`config.mk`:
```
export PLATFORM = sky130hd
export DESIGN_NAME = bce_divide
export DESIGN_NICKNAME = d
export VERILOG_FILES = /design/src/hdl/bce_pkg.sv /design/src/hdl/bce_divide.sv
export SDC_FILE = /design/constraint.sdc
export NUM_CORES = 1
export LEC_CHECK = 0
export BUFFER_PORTS_ARGS = -buffer_cell sky130_fd_sc_hd__buf_4
export CAP_MARGIN = 20
export CORE_ASPECT_RATIO = 1.2
export CORE_MARGIN = 2
export CORE_UTILIZATION = 50
export CTS_CLUSTER_SIZE = 10
export DETAILED_ROUTE_END_ITERATION = 8
export GPL_TIMING_DRIVEN = 0
export PLACE_DENSITY = 0.67
export SLEW_MARGIN = 20
export SYNTH_ARGS = -nofsm -noshare
export SYNTH_HDL_FRONTEND = slang
export SYNTH_SLANG_ARGS = --single-unit
```
`constraint.sdc`:
```
create_clock -name clk -period 8.4 [get_ports clk]
set_input_delay 0.42 -clock clk [delete_from_list [all_inputs] [get_ports clk]]
set_output_delay 0.42 -clock clk [all_outputs]
set_load 0.01 [all_outputs]
```
`src/hdl/bce_pkg.sv`:
```
// ----------------------------------------------------------------------------
// bce_pkg
// Shared widths, constants and helpers for the banded channel equalizer.
// ----------------------------------------------------------------------------
package bce_pkg;

  // number of active bands (1..8); lanes above it never contribute
  localparam int BANDS      = 8;
  localparam int LANES      = 8;
  localparam int STAGES     = 7;

  localparam int CODE_W     = 16;
  localparam int GAIN_W     = 16;
  localparam int DIFF_W     = 24;
  localparam int WT_W       = 19;
  localparam int PROD_W     = 35;
  localparam int PART_W     = 37;
  localparam int SUM_W      = 38;
  localparam int CNT_W      = $clog2(LANES + 1);
  localparam int IDX_W      = $clog2(LANES);
  localparam int Y_W        = 21;
  localparam int RECIP_W    = 25;
  localparam int RECIP_SH   = 26;
  localparam int QUO_W      = 20;
  localparam int RES_W      = 22;
  localparam int CFG_IDX_W  = 2;
  localparam int CFG_DATA_W = 64;

  // register indexes
  localparam logic [CFG_IDX_W-1:0] REG_WRAP       = 2'd0;
  localparam logic [CFG_IDX_W-1:0] REG_GAINS_LOW  = 2'd1;
  localparam logic [CFG_IDX_W-1:0] REG_GAINS_HIGH = 2'd2;

  // weight arithmetic, in units of 1/(2*65536) of a band spacing
  localparam logic [DIFF_W-1:0] CTL_SCALE   = DIFF_W'(2 * BANDS);
  localparam logic [DIFF_W-1:0] WRAP_SPAN   = DIFF_W'(2 * BANDS * 65536);
  localparam logic [DIFF_W-1:0] FULL_WEIGHT = DIFF_W'(393216);

  // rounding offset per contributing band: half of 49152
  localparam logic [SUM_W-1:0] HALF_UNIT = SUM_W'(24576);
  localparam int               UNIT_SH   = 14;
  // at or above this the quotient is past full scale for any band count
  localparam logic [Y_W-1:0]   Y_CAP     = Y_W'(3 * BANDS * 65536);

  typedef logic [STAGES-1:0]        stage_en_t;
  typedef logic signed [GAIN_W-1:0] gain_t;
  typedef logic [WT_W-1:0]          weight_t;

  function automatic logic [DIFF_W-1:0] abs_diff(input logic signed [DIFF_W-1:0] d);
    abs_diff = d[DIFF_W-1] ? DIFF_W'(-d) : DIFF_W'(d);
  endfunction

  // ceil(2^26 / (3*n)) for n = idx+1; exact for dividends below 2^21
  function automatic logic [RECIP_W-1:0] recip(input logic [IDX_W-1:0] idx);
    unique case (idx)
      3'd0:    recip = 25'd22369622;
      3'd1:    recip = 25'd11184811;
      3'd2:    recip = 25'd7456541;
      3'd3:    recip = 25'd5592406;
      3'd4:    recip = 25'd4473925;
      3'd5:    recip = 25'd3728271;
      3'd6:    recip = 25'd3195661;
      3'd7:    recip = 25'd2796203;
      default: recip = 25'd0;
    endcase
  endfunction

endpackage

```
`src/hdl/bce_divide.sv`:
```
// ----------------------------------------------------------------------------
// bce_divide
// Stages 5-6: rounded magnitude divide by 49152*n via reciprocal multiply.
// ----------------------------------------------------------------------------
module bce_divide (
  input  logic                              clk,
  input  logic [1:0]                        en,
  input  logic signed [bce_pkg::SUM_W-1:0]  sum_in,
  input  logic [bce_pkg::CNT_W-1:0]         cnt_in,
  output logic [bce_pkg::QUO_W-1:0]         quo_r,
  output logic                              neg_r
);

  localparam int PROD_W = bce_pkg::Y_W + bce_pkg::RECIP_W;

  logic [bce_pkg::SUM_W-1:0]  mag, xr;
  logic [bce_pkg::SUM_W-1:0]  y_full;
  logic [bce_pkg::Y_W-1:0]    y_nxt, y_r;
  logic [bce_pkg::IDX_W-1:0]  idx_r;
  logic                       neg5_r;
  logic [PROD_W-1:0]          prod;

  always_comb begin
    mag    = sum_in[bce_pkg::SUM_W-1] ? bce_pkg::SUM_W'(-sum_in) : bce_pkg::SUM_W'(sum_in);
    xr     = mag + bce_pkg::HALF_UNIT * bce_pkg::SUM_W'(cnt_in);
    y_full = xr >> bce_pkg::UNIT_SH;
    // saturate: anything past the cap clips at the output anyway
    y_nxt  = (y_full > bce_pkg::SUM_W'(bce_pkg::Y_CAP)) ? bce_pkg::Y_CAP
                                                       : bce_pkg::Y_W'(y_full);
  end

  // no contributing band gives y = 0, so the index wrap is harmless
  assign prod = PROD_W'(y_r) * PROD_W'(bce_pkg::recip(idx_r));

  always_ff @(posedge clk) begin
    if (en[0]) begin
      y_r    <= y_nxt;
      idx_r  <= bce_pkg::IDX_W'(cnt_in - bce_pkg::CNT_W'(1));
      neg5_r <= sum_in[bce_pkg::SUM_W-1];
    end
    if (en[1]) begin
      quo_r <= bce_pkg::QUO_W'(prod >> bce_pkg::RECIP_SH);
      neg_r <= neg5_r;
    end
  end

endmodule

```
==> metrics.cfg <==
[placed_design]
gp_congestion = 1.043
dpl_worst_slack_ns = -0.1873
dp_hpwl_mm = 42.71
io_buffers = 62

[logic_synthesis]
ys_seq_elements = 59
synth_cell_types = 67
synth_top_cells_by_count = inv_1, fa_1, ha_1
synth_fa_ha_area_share_pct = 56.35
synth_compound_area_share_pct = 4.775
syn_inst = 1785
yosys_warnings = 0
postSynthAreaPerCell_um2 = 9.572
synth_top_family_by_area = adder cells
yosys.area_share.simple_pct = 14.14
yosysSeqAreaShare_pct = 9.608
synth_edf_count = 46
synth.mux.area_fraction_pct = 0.1904
synthArstFlopShare_pct = 0
synth_most_common_cell = inv_1
synth_top_area_cell = fa_1
yosys-top-cells-area = fa_1, ha_1, inv_1
syn_area_um2 = 17090
synth-main-ff-cell = edfxtp_1
synthXorXnorAreaFrac_pct = 2.973
synth_top_area_share_pct = 43.82
synth_nets = 2375

[setup_path]
worstSetupStartpointType = register
cp-end-kind = register
required_ns = 8.62
cp-startpoint = y_r[7]$_SDFFCE_PN0P_
cp_max_fo = 10
r2r_start = y_r[7]$_SDFFCE_PN0P_
critPathArrivalTime_ns = 8.28
max_stage_delay_ns = 0.61
critPathKind = register to register
r2r_cells = 25
cpMostUsedCell = fa_1
crit_slowest_cell = fa_1

[cts]
clock_sinks = 59
clock_latency_ns = 0.36
clockBufferDepth = 2
ctsHoldBuffers = 0
clk_pin_slew_worst_paths_ns = 0.06
h-tree-depth = 3
cts_buffers = 9
cts_root_buf = clkbuf_16
cts_tree = yes

[sta]
slew_headroom_pct = 42.70
drv_slew = 0
worst_slew_pin_slew_ns = 0.8595
hold_violations = 0
fmax_mhz = 124.1
finClkSkew_ns = 0.01483
period_share_pct = 95.95
setup_ws_ns = 0.3400
setup_viol = 0
min_period_ns = 8.060
rsz0062_at_grt = no

[detailed_routing]
ant_nets = 0
vias_per_cell = 5.281
finalWirelength_mm = 48.33
vias = 12250
drt-initial-drc-count = 765
route.detailed.drc = 0
wire_per_inst_um = 20.83
firstDrtPassIters = 4

[floorplan]
die_h_um = 206.5
die_w_um = 172.7
design.die.area_um2 = 35670
fp-row-count = 74
ios = 66
core_um2 = 33890
initial_core_util_pct = 50.42

[global_route]
grt_max_degree = 31
grt_pass1_wl_mm = 75.11
gr-usage-all-layers_pct = 28.66
grt_overflow_total = 0
antenna_found_initial = 0
grt_pass1_vias = 13090

[hold_path]
holdPathStages = 1
hold_class = input port to register
min_from = sum_in[37]

[finish]
drive_above_1_share_pct = 6.277
antennaDiodeCount = 0
nNetsFinal = 2449
area_growth_pct = 7.968

[outcome]
status = finished clean

[job]
drv_cap = 0

repair_timing:
action | in CTS | in global routing
pin swaps | 0 | 1
buffers inserted | 0 | 1
cloned | 0 | 0
endpoints found under the setup margin | 2 | 4
gates resized for setup | 8 | 22
metal layers:
layer	vias up	global-route usage [%]	share of wire, %
li1	5517	-	-
met1	6101	34.70	37
met2	500	49.20	49
met3	135	4.268	7.0
met4	0	16.59	6.5
met5	-	0	0
layout make-up:
cell class / count / area [um^2]
buffer: 58 / 259.0
clock buffer: 9 / 225.2
clock inverter: 7 / 48.80
fill: 3163 / 15440
inverter: 481 / 1805
multi-input combinational: 1187 / 13420
sequential: 59 / 1642
tap: 456 / 570.5
timing repair buffer: 63 / 473.0
cells by family (layout without fill, tap and decap cells):
family | after synthesis | in the layout
adder cells (fa/ha/maj) | 545 | 545
buffers and inverters | 539 | 618
AND/OR/NAND/NOR | 462 | 462
AO/OA/AOI/OAI | 119 | 119
flip-flops | 59 | 59
XOR/XNOR | 58 | 58
multiplexers | 3 | 3
critical path, delay by kind of cell (launching register included):
kind	cells	cell delay (ns)
adder cells (fa/ha/maj)	8	4.15
AND/OR/NAND/NOR	7	1.60
buffers and inverters	7	0.85
AO/OA/AOI/OAI	3	0.77
flip-flops	1	0.53
layout by cell type, fill, tap and decap left out, types with 7 or more instances in the layout:
master	instances
and2_1	160
clkbuf_16	9
buf_4	64
a21oi_1	31
o21ai_0	25
xnor2_1	37
nand2b_1	12
o31ai_1	7
dfxtp_1	13
nor2_1	49
inv_1	481
nand3_1	12
nand2_1	155
nor4_1	7
ha_1	171
nor3_1	15
clkbuf_2	16
edfxtp_1	46
clkbuf_1	37
xor2_1	21
nand4_1	12
a21o_1	11
fa_1	373
nor2b_1	9
path summary, 6_finish.rpt:
check             slack, ns                   to
hold / removal         0.31     neg5_r$_DFFE_PP_
setup / recovery       0.34  quo_r[19]$_DFFE_PP_
hold reg to reg        0.43      neg_r$_DFFE_PP_
setup reg to reg       0.34  quo_r[19]$_DFFE_PP_
stage by stage:
| stage | cell area, um^2 | hold slack [ns] | util (%) | instances | setup TNS (ns) |
|---|---|---|---|---|---|
| final | 18450 | 0.3074 | 54.43 | 2320 | 0 |
| after global routing | 18450 | 0.3191 | 54.43 | 2320 | 0 |
| after CTS | 18410 | 0.3104 | 54.33 | 2319 | 0 |
| after detailed placement | 18120 | 0.4112 | 53.47 | 2303 | -0.1873 |
| after global placement | 18120 | 0.4272 | 53.47 | 2303 | -0.1503 |
| after floorplan | 17090 | 0.4003 | - | 1785 | 0 |
Power is not shown: default switching activity piles up to over one toggle a cycle in this logic, so the estimate is an artifact.
